[src/sv/dtw_pkg.sv]
`default_nettype none
package dtw_pkg;

  // input beat kinds
  typedef enum logic [1:0] {
    KIND_TICK  = 2'd0,
    KIND_TOUCH = 2'd1,
    KIND_HW    = 2'd2
  } kind_t;

  // configuration register indexes
  typedef enum logic [1:0] {
    CFG_ENABLE  = 2'd0,
    CFG_ARMED   = 2'd1,
    CFG_FEATHER = 2'd2,
    CFG_WINDOW  = 2'd3
  } cfg_idx_t;

  localparam int CFG_DATA_W = 16;

  // multitouch event codes
  localparam logic [9:0] CODE_SLOT   = 10'd47;
  localparam logic [9:0] CODE_X      = 10'd53;
  localparam logic [9:0] CODE_Y      = 10'd54;
  localparam logic [9:0] CODE_TRACK  = 10'd57;
  localparam logic [9:0] CODE_BUTTON = 10'd330;

  localparam logic [31:0] TRACK_LIFT = 32'hFFFF_FFFF;

  localparam logic [15:0] FEATHER_RESET = 16'd50;
  localparam logic [15:0] WINDOW_RESET  = 16'd600;

  localparam logic WAKE_SW = 1'b0;
  localparam logic WAKE_HW = 1'b1;

endpackage
`default_nettype wire

[src/sv/dtw_if.sv]
`default_nettype none
interface dtw_in_if;
  logic               valid;
  logic               ready;
  logic [1:0]         kind;
  logic [9:0]         event_code;
  logic signed [31:0] event_value;

  modport source (output valid, output kind, output event_code, output event_value,
                  input ready);
  modport sink (input valid, input kind, input event_code, input event_value,
                output ready);
endinterface

interface dtw_out_if;
  logic valid;
  logic ready;
  logic wake_source;

  modport source (output valid, output wake_source, input ready);
  modport sink (input valid, input wake_source, output ready);
endinterface
`default_nettype wire

[src/sv/double_tap_wake_detector_core.sv]
// An accepted input beat reaches its result beat through the input register, then
// the result register. Throughput: one input beat per cycle; the input side only
// stalls when a result-producing beat meets a full, unacknowledged result register.
// Reset (rst, synchronous, active high) clears the pipeline, the ms counter and the
// tap state and loads the configuration defaults.
`default_nettype none
module double_tap_wake_detector_core #(
  parameter int TIME_BITS = 32
) (
  input  wire                            clk,
  input  wire                            rst,
  dtw_in_if.sink                         in_ch,
  dtw_out_if.source                      out_ch,
  input  wire                            cfg_we,
  input  wire [1:0]                      cfg_index,
  input  wire [dtw_pkg::CFG_DATA_W-1:0]  cfg_data
);

  // configuration
  logic        enable;
  logic        armed;
  logic [15:0] feather_distance;
  logic [15:0] tap_window_ms;

  // detector state
  logic [TIME_BITS-1:0] ms_counter;
  logic [31:0]          latched_x;
  logic [31:0]          latched_y;
  logic                 contact_open;
  logic [1:0]           tap_count;
  logic [31:0]          first_x;
  logic [31:0]          first_y;
  logic [TIME_BITS-1:0] first_time;

  // input register
  logic        s1_valid;
  logic [1:0]  s1_kind;
  logic [9:0]  s1_code;
  logic [31:0] s1_value;

  // result register
  logic out_valid;
  logic out_wake;

  always_ff @(posedge clk) begin
    if (rst) begin
      enable           <= 1'b0;
      armed            <= 1'b0;
      feather_distance <= dtw_pkg::FEATHER_RESET;
      tap_window_ms    <= dtw_pkg::WINDOW_RESET;
    end else if (cfg_we) begin
      unique case (dtw_pkg::cfg_idx_t'(cfg_index))
        dtw_pkg::CFG_ENABLE:  enable           <= cfg_data[0];
        dtw_pkg::CFG_ARMED:   armed            <= cfg_data[0];
        dtw_pkg::CFG_FEATHER: feather_distance <= cfg_data[15:0];
        dtw_pkg::CFG_WINDOW:  tap_window_ms    <= cfg_data[15:0];
        default: ;
      endcase
    end
  end

  // ---------------- stage 1 decode ----------------
  logic is_tick, is_hw, is_touch;
  logic is_slot, is_lift, is_x, is_y;
  logic tap_hit;
  logic [31:0] new_x, new_y;
  logic [32:0] dx, dy, mag_x, mag_y;
  logic [TIME_BITS-1:0] dt;
  logic match;
  logic s1_has_res;
  logic s1_res_wake;
  logic s1_go;

  always_comb begin
    is_tick  = s1_kind == dtw_pkg::KIND_TICK;
    is_hw    = s1_kind == dtw_pkg::KIND_HW;
    is_touch = (s1_kind == dtw_pkg::KIND_TOUCH) && armed;

    is_slot = is_touch && s1_code == dtw_pkg::CODE_SLOT;
    is_lift = is_touch &&
              ((s1_code == dtw_pkg::CODE_TRACK && s1_value == dtw_pkg::TRACK_LIFT) ||
               (s1_code == dtw_pkg::CODE_BUTTON && s1_value == 32'd0));
    is_x    = is_touch && s1_code == dtw_pkg::CODE_X;
    is_y    = is_touch && s1_code == dtw_pkg::CODE_Y;

    new_x = is_x ? s1_value : latched_x;
    new_y = is_y ? s1_value : latched_y;

    tap_hit = (is_x || is_y) && enable && contact_open;

    // exact signed distance on 33 bits
    dx    = {new_x[31], new_x} - {first_x[31], first_x};
    dy    = {new_y[31], new_y} - {first_y[31], first_y};
    mag_x = dx[32] ? (33'd0 - dx) : dx;
    mag_y = dy[32] ? (33'd0 - dy) : dy;
    dt    = ms_counter - first_time;

    match = tap_count == 2'd1 &&
            mag_x < {17'd0, feather_distance} &&
            mag_y < {17'd0, feather_distance} &&
            dt < TIME_BITS'(tap_window_ms);

    s1_has_res  = (is_hw && enable && armed) || (tap_hit && match);
    s1_res_wake = is_hw ? dtw_pkg::WAKE_HW : dtw_pkg::WAKE_SW;

    s1_go = s1_valid && (!s1_has_res || !out_valid || out_ch.ready);
  end

  assign in_ch.ready = !s1_valid || s1_go;

  always_ff @(posedge clk) begin
    if (rst) begin
      s1_valid <= 1'b0;
    end else if (in_ch.ready) begin
      s1_valid <= in_ch.valid;
    end
  end

  always_ff @(posedge clk) begin
    if (in_ch.ready && in_ch.valid) begin
      s1_kind  <= in_ch.kind;
      s1_code  <= in_ch.event_code;
      s1_value <= in_ch.event_value;
    end
  end

  // state update when the stage-1 beat retires
  always_ff @(posedge clk) begin
    if (rst) begin
      ms_counter   <= '0;
      latched_x    <= '0;
      latched_y    <= '0;
      contact_open <= 1'b1;
      tap_count    <= '0;
      first_x      <= '0;
      first_y      <= '0;
      first_time   <= '0;
    end else if (s1_go) begin
      if (is_tick) begin
        ms_counter <= ms_counter + TIME_BITS'(1);
      end
      latched_x <= new_x;
      latched_y <= new_y;
      if (is_lift) begin
        contact_open <= 1'b1;
      end else if (tap_hit) begin
        contact_open <= 1'b0;
      end
      if (is_slot || (tap_hit && match)) begin
        tap_count  <= '0;
        first_x    <= '0;
        first_y    <= '0;
        first_time <= '0;
      end else if (tap_hit) begin
        // any unmatched tap becomes the new first tap
        tap_count  <= 2'd1;
        first_x    <= new_x;
        first_y    <= new_y;
        first_time <= ms_counter;
      end
    end
  end

  // result register
  always_ff @(posedge clk) begin
    if (rst) begin
      out_valid <= 1'b0;
    end else if (s1_go && s1_has_res) begin
      out_valid <= 1'b1;
    end else if (out_ch.ready) begin
      out_valid <= 1'b0;
    end
  end

  always_ff @(posedge clk) begin
    if (s1_go && s1_has_res) begin
      out_wake <= s1_res_wake;
    end
  end

  assign out_ch.valid       = out_valid;
  assign out_ch.wake_source = out_wake;

endmodule
`default_nettype wire

[src/flat_wrapper.sv]
// flat-port wrapper written by rule: the top's interface ports become plain ports
module double_tap_wake_detector_core_flat 
#(
  parameter int TIME_BITS = 32
)
  (clk, rst, cfg_we, cfg_index, cfg_data, in_ch_valid, in_ch_kind, in_ch_event_code, in_ch_event_value, in_ch_ready, out_ch_valid, out_ch_wake_source, out_ch_ready);
  dtw_in_if in_ch_i ();
  dtw_out_if out_ch_i ();
  input  wire clk;
  input  wire rst;
  input  wire cfg_we;
  input  wire [1:0] cfg_index;
  input  wire [dtw_pkg::CFG_DATA_W-1:0] cfg_data;
  input wire logic [$bits(in_ch_i.valid)-1:0] in_ch_valid;
  input wire logic [$bits(in_ch_i.kind)-1:0] in_ch_kind;
  input wire logic [$bits(in_ch_i.event_code)-1:0] in_ch_event_code;
  input wire logic [$bits(in_ch_i.event_value)-1:0] in_ch_event_value;
  output wire logic [$bits(in_ch_i.ready)-1:0] in_ch_ready;
  output wire logic [$bits(out_ch_i.valid)-1:0] out_ch_valid;
  output wire logic [$bits(out_ch_i.wake_source)-1:0] out_ch_wake_source;
  input wire logic [$bits(out_ch_i.ready)-1:0] out_ch_ready;
  assign in_ch_i.valid = in_ch_valid;
  assign in_ch_i.kind = in_ch_kind;
  assign in_ch_i.event_code = in_ch_event_code;
  assign in_ch_i.event_value = in_ch_event_value;
  assign in_ch_ready = in_ch_i.ready;
  assign out_ch_valid = out_ch_i.valid;
  assign out_ch_wake_source = out_ch_i.wake_source;
  assign out_ch_i.ready = out_ch_ready;
  double_tap_wake_detector_core #(.TIME_BITS(TIME_BITS)) u_core (.clk(clk), .rst(rst), .in_ch(in_ch_i), .out_ch(out_ch_i), .cfg_we(cfg_we), .cfg_index(cfg_index), .cfg_data(cfg_data));
endmodule
[config.mk]
export PLATFORM = sky130hd
export DESIGN_NAME = double_tap_wake_detector_core_flat
export DESIGN_NICKNAME = d
export VERILOG_FILES = /design/src/sv/dtw_pkg.sv /design/src/sv/dtw_if.sv /design/src/sv/double_tap_wake_detector_core.sv /design/src/flat_wrapper.sv
export SDC_FILE = /design/constraint.sdc
export NUM_CORES = 1
export LEC_CHECK = 0
export BUFFER_PORTS_ARGS = -buffer_cell sky130_fd_sc_hd__buf_2
export CAP_MARGIN = 0
export CELL_PAD_IN_SITES_DETAIL_PLACEMENT = 0
export CELL_PAD_IN_SITES_GLOBAL_PLACEMENT = 1
export CORE_MARGIN = 2
export CORE_UTILIZATION = 48
export DETAILED_ROUTE_END_ITERATION = 10
export GPL_ROUTABILITY_DRIVEN = 0
export GPL_TIMING_DRIVEN = 1
export PLACE_DENSITY_LB_ADDON = 0.1
export SYNTH_ARGS = -nofsm -noshare
export SYNTH_HDL_FRONTEND = slang
export SYNTH_SLANG_ARGS = --single-unit
export TNS_END_PERCENT = 30
[constraint.sdc]
create_clock -name clk -period 12.44 [get_ports clk]
set_input_delay 2.488 -clock clk [delete_from_list [all_inputs] [get_ports clk]]
set_output_delay 2.488 -clock clk [all_outputs]
set_load 0.02 [all_outputs]
==> results.md, run 1 <==
- Outcome: finished clean
- Min Tclk post-route: 11.78 ns
- Boundary pin count: 70
- DIE WIDTH: 213.6 µm
- Number of global-route vias before repair: 18,090
- Synth warn: 0
- Worst clock skew: 0.01173 ns
- Pre-CTS setup slack: 1.127 ns
- ANT cells: 0
- Initial antenna violation count: 0
- Postcts setup bufs: 0
- CP Capture Type: output port
- Final hold vios: 0
- Ys flop type: dfxtp_1
- EDFF count, synth: 45
- Seq/Total Area, Yosys: 28.23%
- Clk slew on worst S/H paths: 0.06 ns
- Setup Crit Path Kind: flip-flop to output port
- Most used cell, CP: nand4_1
- Total Nets Final: 2,856
- Wire length per cell: 19.33 µm
- Netlist cell types: 100
- Cells after synthesis: 2,643
- Die area: 45,640 µm²
- Filler cell count: 4,202
- Hold Crit Class: flip-flop to flip-flop
- Sinks on Clock Net: 275
- Largest net degree at the start of global routing: 107
- Worst path arrival time: 9.29 ns
- Max-Slew Margin vs Limit: 28.81%
- CP startpoint kind: flip-flop
- Netlist area before placement: 21,100 µm²
- Detail Route Antenna Nets: 0
- Die Y: 213.6 µm
- Worst skew pair latency: 0.59 ns
- Setup violators final: 0
- # DRC: 0
- Worst-path fanout max: 32
- Max incr delay on CP: 0.53 ns
- Clk root buf: clkbuf_16
- Leakage power: 10.30 nW
- Max-slew violation count: 0
- DR iter-0 viols: 1,479
- Worst Path Required: 9.95 ns
- TritonCTS clock tree: built
- Slowest cell on crit path: or4_1
- Core area: 43,270 µm²
- Max Cap Violations: 0
- Routed wire length: 62.87 mm
- Synthesized net count: 2,856
- RSZ-0062 raised after global routing: false
- Avg Cell Area, Syn: 7.982 µm²
- Post-synth ARST share: 0%
- Power Dens Cells: 87.36 nW/µm²
- CTS max path bufs: 3
- First-pass GRT wire length: 98.20 mm
- Synthesis-to-finish area growth: 8.826%
- Max VDD drop: 0.0001209 V
- Worst slew pin tran: 1.068 ns
- Fmax: 84.87 MHz
- Port Buf Inserts: 69
- H-tree levels: 1
- 1st-pass router iterations: 5
- Vias/cell: 5.942
- Detailed Place HPWL: 48.79 mm
- Layout cells sized above 1: 10.31%
- Rows: 76
- Register bit count reported by yosys: 275
- Setup Total Neg Slack: 0 ns
- Final cycle utilization of the critical path: 94.72%
- Worst setup margin: 0.6571 ns
- GRT Overall Usage: 27.11%
- Buf/Inv on CP: 3
- CP delay by family, top: simple AND/OR/NAND/NOR gates
- Routed vias: 19,330
- Inserted Clock Buffers: 31
- Total grt overflow: 0
- Initial Util: 48.76%
-- final timing paths --
path                      startpoint                      end  slack [ns]  cells past startpoint
min          u_core.tap_window_ms[0]  u_core.tap_window_ms[0]        0.45                      2
min reg2reg  u_core.tap_window_ms[0]  u_core.tap_window_ms[0]        0.45                      2
max                u_core.s1_kind[1]              in_ch_ready        0.66                     31
max reg2reg        u_core.s1_kind[1]     u_core.first_time[4]        2.73                     31
-- placed cells by master, fill, tap and decap left out, drive strengths merged, types with 41 or more instances in the layout --
cell type	n
a21o	44
a21oi	180
buf	88
clkbuf	41
dfxtp	230
edfxtp	45
ha	143
inv	253
mux2	68
mux2i	80
nand2	223
nand3	53
nand4	42
nor2	225
nor2b	75
nor3	73
o21ai	102
o22ai	102
xnor2	70
-- power by group --
part / internal [mW] / leakage [nW] / switching (mW) / total [mW]
logic: 0.0261 / 7.46 / 0.0504 / 0.0765
registers: 0.922 / 2.29 / 0.0278 / 0.950
clock network: 0.593 / 0.540 / 0.386 / 0.979
-- cell families after synthesis --
| logic type | Yosys count | synth area share (%) |
|---|---|---|
| and+or+nand+nor | 903 | 21.65 |
| buffers and inverters | 373 | 6.963 |
| DFF | 275 | 28.23 |
| muxes | 148 | 7.426 |
| xor gates and xnor gates | 98 | 4.069 |
| AOI/OAI and AO/OA | 700 | 22.89 |
| adders and majority gates | 146 | 8.766 |
-- worst reg2reg max path, delay by kind of cell, from the launching register on --
kind	cells	cell delay [ns]
mux	1	0.35
xor+xnor	1	0.16
fa+ha+maj	3	0.97
compound gates	11	2.81
buf+inv	3	1.02
flops	1	0.43
simple gates	12	3.84
-- repair_timing --
item | CTS | global route
hold buffers | 0 | 0
setup endpoints to repair | 0 | 1
resized for setup | 0 | 9
-- synthesized netlist by cell type (all sizes together), types with 23 or more instances --
library cell | number | share of area, %
xnor2 | 70 | 2.9
clkbuf | 86 | 1.5
a31oi | 25 | 0.74
dfxtp | 230 | 22
ha | 143 | 8.5
mux2i | 80 | 3.8
buf | 35 | 0.95
nor2 | 225 | 4.0
inv | 252 | 4.5
nor3 | 73 | 1.7
nor2b | 75 | 2.2
or3 | 25 | 0.74
nor4 | 37 | 1.2
nand4 | 42 | 1.2
a21o | 44 | 1.6
edfxtp | 45 | 6.4
nand2 | 223 | 4.0
mux2 | 68 | 3.6
o21ai | 102 | 2.4
nand3 | 53 | 1.3
o211ai | 27 | 0.98
or2 | 23 | 0.69
xor2 | 28 | 1.2
o22ai | 102 | 3.9
a21oi | 180 | 4.3
a211oi | 33 | 1.2
-- routing by layer --
| layer | track usage, % | vias up | wire length, µm |
|---|---|---|---|
| met4 | 11.21 | 0 | 2802 |
| met2 | 44.09 | 511 | 27860 |
| met1 | 36.85 | 9116 | 29500 |
| met5 | 0 | - | 0 |
| met3 | 2.680 | 129 | 2712 |
| li1 | - | 9573 | - |
-- through the flow --
stage / power, mW / hold slack (ns) / instance area [µm²] / std cells / util [%]
after global routing: 2.073 / 0.4735 / 22960 / 3253 / 53.06
after CTS: 2.027 / 0.4556 / 22930 / 3253 / 52.99
after global placement: 1.043 / 0.4439 / 21830 / 3195 / 50.45
final: 2.006 / 0.4545 / 22960 / 3253 / 53.06
after floorplan: 0.9998 / 0.4291 / 21100 / 2643 / -
after detailed placement: 1.045 / 0.4475 / 21830 / 3195 / 50.45
-- layout make-up --
cell class | count | area [µm²] | area share (%)
Tap cell | 585 | 732.0 | 3.188
Inverter | 252 | 945.9 | 4.120
Multi-Input combinational cell | 1995 | 13720 | 59.75
Clock buffer | 41 | 863.3 | 3.761
Sequential cell | 275 | 5956 | 25.94
Clock inverter | 17 | 236.5 | 1.030
Timing Repair Buffer | 88 | 506.7 | 2.207
-- state kept, by name, indices dropped and copies added, names as in the netlist, 16 cells and up --
signal / count
u_core.latched_y: 32
u_core.first_time: 32
u_core.tap_window_ms: 16
u_core.s1_value: 32
u_core.feather_distance: 16
u_core.first_y: 32
u_core.ms_counter: 32
u_core.first_x: 32
u_core.latched_x: 32
Power figures use the tool's default switching activity.
==> run 2, diff against run 1 <==
--- a/config.mk
+++ b/config.mk
@@ -5,12 +5,13 @@
 export SDC_FILE = /design/constraint.sdc
 export NUM_CORES = 1
 export LEC_CHECK = 0
+export ABC_AREA = 1
 export BUFFER_PORTS_ARGS = -buffer_cell sky130_fd_sc_hd__buf_2
 export CAP_MARGIN = 0
 export CELL_PAD_IN_SITES_DETAIL_PLACEMENT = 0
 export CELL_PAD_IN_SITES_GLOBAL_PLACEMENT = 1
 export CORE_MARGIN = 2
-export CORE_UTILIZATION = 48
+export CORE_UTILIZATION = 45
 export DETAILED_ROUTE_END_ITERATION = 10
 export GPL_ROUTABILITY_DRIVEN = 0
 export GPL_TIMING_DRIVEN = 1
==> results.md, run 2 <==
- Avg Cell Area, Syn: 6.003 µm²
- # DRC: 0
- Synth Area in Adders: 8.039%
- Clk root buf: clkbuf_16
- Die area: 52,940 µm²
- Worst-path fanout max: 37
- Detailed Place HPWL: 59.66 mm
- Setup Total Neg Slack: 0 ns
- Post-Synth XOR/XNOR Area: 3.351%
- Synth area leader: dfxtp_1
- Met2 Routed Length: 33.83 mm
- Core area: 50,270 µm²
- Filler cell count: 5,363
- Post-synth ARST share: 0%
- DIE WIDTH: 230.1 µm
- Max incr delay on CP: 0.49 ns
- Layout cells sized above 1: 8.857%
- Wire length per cell: 16.72 µm
- CP Capture Type: output port
- Register bit count reported by yosys: 275
- Met3 wire len: 5.049 mm
- Ys flop type: dfxtp_1
- Largest net degree at the start of global routing: 64
- Leakage power: 13.30 nW
- Clk slew on worst S/H paths: 0.06 ns
- Max VDD drop: 0.0001062 V
- Inserted Clock Buffers: 36
- Simple-Gate Fraction of Synth Area: 37.60%
- CTS Hold Buffers Added: 0
- Total Nets Final: 4,070
- Worst setup margin: 2.336 ns
- Synth top area share: 20.02%
- Worst Path Required: 9.95 ns
- Number of global-route vias before repair: 22,120
- Sinks on Clock Net: 275
- Worst path arrival time: 7.62 ns
- 1st-pass router iterations: 5
- RSZ-0062 raised after global routing: false
- Postcts setup bufs: 0
- Power Dens Cells: 120.2 nW/µm²
- Most used cell, CP: nand2_1
- Final hold vios: 0
- EDFF count, synth: 45
- Initial Util: 45.76%
- Max Cap Violations: 0
- Detail Route Antenna Nets: 0
- Hold Crit Class: flip-flop to flip-flop
- Area contributors post-synth: dfxtp_1 20%, nand2_1 16%, inv_1 12%, nor2_1 8.9%, ha_1 7.8%
- Max-slew violation count: 0
- DR iter-0 viols: 1,910
- Rows: 82
- Fmax: 98.97 MHz
- GRT Overall Usage: 28.55%
- Min Tclk post-route: 10.10 ns
- Port Buf Inserts: 69
- Worst clock skew: 0.02298 ns
- Netlist area before placement: 23,000 µm²
- Multiplexer share of the synthesized area: 0%
- Routed vias: 23,440
- Most frequent cell after synthesis: nand2_1
- M1 wire length: 35.14 mm
- Power Total: 2.990 mW
- Commonest non-fill, non-tap cells in the layout: 977 x nand2_1, 705 x inv_1, 545 x nor2_1
- Synthesized net count: 4,045
- Initial antenna violation count: 3
- Slowest cell on crit path: inv_2
- Die Y: 230.1 µm
- Worst skew pair latency: 0.57 ns
- Max layer used: met4
- TritonCTS clock tree: built
- First-pass GRT wire length: 119.6 mm
- Commonest non-fill, non-tap cell in the layout: nand2_1
- Boundary pin count: 70
- Routed wire length: 76.20 mm
- Synth Area in Compound Gates: 10.26%
- Main combinational cell family by area after synthesis: simple AND/OR/NAND/NOR gates
- Synth warn: 0
- Most frequent cells after synthesis: 977 x nand2_1, 707 x inv_1, 546 x nor2_1
- Seq/Total Area, Yosys: 25.89%
- CP startpoint kind: flip-flop
- Vias/cell: 5.143
- H-tree levels: 2
- Total grt overflow: 0
- Pre-CTS setup slack: 3.049 ns
- Synthesis-to-finish area growth: 8.099%
- Max-Slew Margin vs Limit: 26.62%
- Outcome: finished clean
- Utilization after layout: 49.46%
- Setup violators final: 0
- Final cycle utilization of the critical path: 81.22%
- Worst slew pin tran: 1.101 ns
- # resized after CTS: 0
- Netlist cell types: 53
- Setup Crit Path Kind: flip-flop to output port
- CTS max path bufs: 3
- Cells after synthesis: 3,832
-- run 2: cell types whose count changed after synthesis, moves of 58 or more --
cell     delta
nor2_1    +321
mux2_2     -58
mux2i_1    -80
o22ai_1    -73
xnor2_1    -59
nor2b_1    -75
inv_1     +455
nand2_1   +754
nand3_1   +149
o21ai_0    +64
-- run 2: cell type report --
| cell class | instances | area [µm²] | share of cell area, % |
|---|---|---|---|
| Antenna cell | 2 | 5.005 | 0.02013 |
| Clock buffer | 47 | 993.5 | 3.995 |
| Clock inverter | 18 | 130.1 | 0.5233 |
| Inverter | 766 | 2879 | 11.58 |
| Multi-Input combinational cell | 2698 | 13630 | 54.82 |
| Sequential cell | 275 | 5956 | 23.95 |
| Tap cell | 672 | 840.8 | 3.381 |
| Timing Repair Buffer | 80 | 430.4 | 1.731 |
-- run 2: path summary, 6_finish.rpt --
kind / from / slack [ns] / depth (start not counted) / endpoint
hold / removal: u_core.latched_y[26] / 0.46 / 2 / u_core.latched_y[26]
setup / recovery: u_core.s1_kind[1] / 2.34 / 48 / in_ch_ready
setup reg to reg: u_core.s1_kind[1] / 3.83 / 53 / u_core.first_x[2]
hold reg to reg: u_core.latched_y[26] / 0.46 / 2 / u_core.latched_y[26]
-- run 2: kinds of logic after synthesis --
| family | Yosys count |
|---|---|
| simple gates | 2016 |
| buf+inv | 859 |
| compound gates | 448 |
| flops | 275 |
| fa+ha+maj | 146 |
| xor+xnor | 88 |
-- run 2: power by group --
part / internal [mW] / switching (mW)
registers: 0.937 / 0.0343
clock network: 0.586 / 0.437
logic: 0.309 / 0.687
-- run 2: critical path: cells and delay by family, from the launching register on --
family | cells | cell delay [ns]
buffers and inverters | 9 | 1.67
AO/OA/AOI/OAI | 2 | 0.55
AND/OR/NAND/NOR | 34 | 3.48
flip-flops | 1 | 0.41
XOR/XNOR | 1 | 0.15
adder cells (fa/ha/maj) | 2 | 0.74
-- run 2: routing by layer --
layer	track usage, %	up-vias
met4	8.690	0
met1	38.59	10680
met2	46.37	720
li1	-	11910
met5	0	-
met3	4.886	136
-- run 2: per-stage QoR --
step                cells  hold slack (ns)  cell area [µm²]
finish               4558           0.4560            24870
global route         4556           0.4676            24860
CTS                  4556           0.4554            24860
detailed placement   4491           0.4478            23740
global placement     4491           0.4403            23740
floorplan            3832           0.4271            23000
==> run 3, diff against run 2 <==
--- a/config.mk
+++ b/config.mk
@@ -5,13 +5,13 @@
 export SDC_FILE = /design/constraint.sdc
 export NUM_CORES = 1
 export LEC_CHECK = 0
-export ABC_AREA = 1
+export ABC_AREA = 0
 export BUFFER_PORTS_ARGS = -buffer_cell sky130_fd_sc_hd__buf_2
 export CAP_MARGIN = 0
 export CELL_PAD_IN_SITES_DETAIL_PLACEMENT = 0
 export CELL_PAD_IN_SITES_GLOBAL_PLACEMENT = 1
 export CORE_MARGIN = 2
-export CORE_UTILIZATION = 45
+export CORE_UTILIZATION = 44
 export DETAILED_ROUTE_END_ITERATION = 10
 export GPL_ROUTABILITY_DRIVEN = 0
 export GPL_TIMING_DRIVEN = 1
==> constraint.sdc (replaced) <==
create_clock -name clk -period 9.1 [get_ports clk]
set_input_delay 1.82 -clock clk [delete_from_list [all_inputs] [get_ports clk]]
set_output_delay 1.82 -clock clk [all_outputs]
set_load 0.02 [all_outputs]
==> results.md, run 3 (same netlist as run 1, synthesis figures left out) <==
- Total Nets Final: 3,283
- Worst-path fanout max: 8
- DR iter-0 viols: 1,582
- ANT cells: 0
- Vias/cell: 5.747
- Placed cells: 3,598
- Worst setup margin: -0.5549 ns
- Clk root buf: clkbuf_16
- Area of the multi-input gates: 14,620 µm²
- Power Dens Cells: 105.4 nW/µm²
- Max-Slew Margin vs Limit: 32.60%
- RSZ-0062 raised after global routing: true
- Setup Total Neg Slack: -0.5549 ns
- Leakage power: 12.47 nW
- Core area: 47,550 µm²
- TritonCTS clock tree: built
- GR peak layer: met2
- Final hold vios: 0
- H-tree levels: 2
- Power Total: 2.878 mW
- Commonest non-fill, non-tap cell in the layout: buf_4
- Min Tclk post-route: 9.655 ns
- Detailed Place HPWL: 54.75 mm
- CP Capture Type: output port
- Initial Util: 44.37%
- Rows: 80
- Synthesis-to-finish area growth: 29.44%
- Outcome: finished with violations
- Fmax: 103.6 MHz
- Smallest hold slack: 0.4523 ns
- Reg area: 5956 µm²
- CTS Hold Buffers Added: 0
- Slowest cell on crit path: or4_4
- Max Cap Violations: 0
- Worst slew pin tran: 1.005 ns
- # DRC: 0
- Worst path arrival time: 7.83 ns
- Detail Route Antenna Nets: 0
- Pre-CTS setup slack: -0.5239 ns
- DIE WIDTH: 223.0 µm
- Worst skew pair latency: 0.57 ns
- Largest net degree at the start of global routing: 104
- Number of global-route vias before repair: 20,390
- 1st-pass router iterations: 6
- Wire length per cell: 19.21 µm
- Max-slew violation count: 0
- M1 GR Usage: 38.12%
- Worst clock skew: 0.02578 ns
- Final non-filler cell total: 3,712
- Commonest non-fill, non-tap cells in the layout: 428 x buf_4, 250 x inv_1, 230 x dfxtp_1
- Routed vias: 21,330
- First-pass GRT wire length: 112.3 mm
- Setup Crit Path Kind: flip-flop to output port
- Total grt overflow: 0
- Hold Crit Class: flip-flop to flip-flop
- Inserted Clock Buffers: 36
- Final cycle utilization of the critical path: 106.1%
- Die Y: 223.0 µm
- Clk slew on worst S/H paths: 0.06 ns
- Sinks on Clock Net: 275
- Routed wire length: 71.32 mm
- Filler cell count: 4,289
- Max VDD drop: 0.0001479 V
- Max incr delay on CP: 0.52 ns
- Setup violators final: 1
- Die area: 49,710 µm²
- Boundary pin count: 70
- Met2 Resource Use GR: 46.48%
- Failing checks: setup timing
- Layout cells sized above 1: 27.16%
- Met3 usage: 3.358%
- GRT Overall Usage: 28.10%
- Port Buf Inserts: 69
- Initial antenna violation count: 0
- CP startpoint kind: flip-flop
- CTS max path bufs: 3
- Worst Path Required: 7.28 ns
[run 3: routing by layer]
| metal | wire [µm] | part of all wire, % |
|---|---|---|
| met1 | 32880 | 46 |
| met2 | 32470 | 46 |
| met3 | 3388 | 4.8 |
| met4 | 2583 | 3.6 |
| met5 | 0 | 0 |
[run 3: final timing paths]
kind | startpoint | endpoint | slack (ns) | cells past startpoint
min reg2reg | u_core.tap_window_ms[14] | u_core.tap_window_ms[14] | 0.45 | 2
max | u_core.s1_code[7] | in_ch_ready | -0.55 | 34
min | u_core.tap_window_ms[14] | u_core.tap_window_ms[14] | 0.45 | 2
max reg2reg | u_core.s1_code[7] | u_core.latched_y[17] | 1.04 | 35
[run 3: what timing repair did]
item | 4_1_cts | 5_1_grt
buffers inserted | 35 | 14
hold endpoints to repair | 0 | 0
pin swaps | 51 | 56
setup endpoints to repair | 1 | 1
gates resized for setup | 117 | 89
[run 3: cell type report]
class	instances	area share [%]
Inverter	252	3.464
Tap cell	615	2.818
Clock inverter	25	1.049
Clock buffer	40	3.464
Multi-Input combinational cell	1995	53.54
Sequential cell	275	21.81
Timing Repair Buffer	510	13.85
[run 3: where the power goes]
part | internal [mW] | switching (mW) | total (mW)
clock network | 0.853 | 0.606 | 1.46
logic | 0.0436 | 0.0728 | 0.116
registers | 1.26 | 0.0417 | 1.30
[run 3: through the flow]
step / util (%) / cell area, µm²
after floorplan: - / 21150
after global placement: 52.06 / 24750
after detailed placement: 52.06 / 24750
after CTS: 56.35 / 26790
after global routing: 57.43 / 27310
final: 57.43 / 27310
[run 3: critical path, delay by kind of cell, from the launching register on]
| kind | cells | cell delay [ns] |
|---|---|---|
| xor+xnor | 1 | 0.25 |
| simple gates | 12 | 2.69 |
| compound gates | 9 | 1.54 |
| flops | 1 | 0.39 |
| fa+ha+maj | 3 | 0.93 |
| buf+inv | 8 | 1.25 |
| mux | 1 | 0.19 |
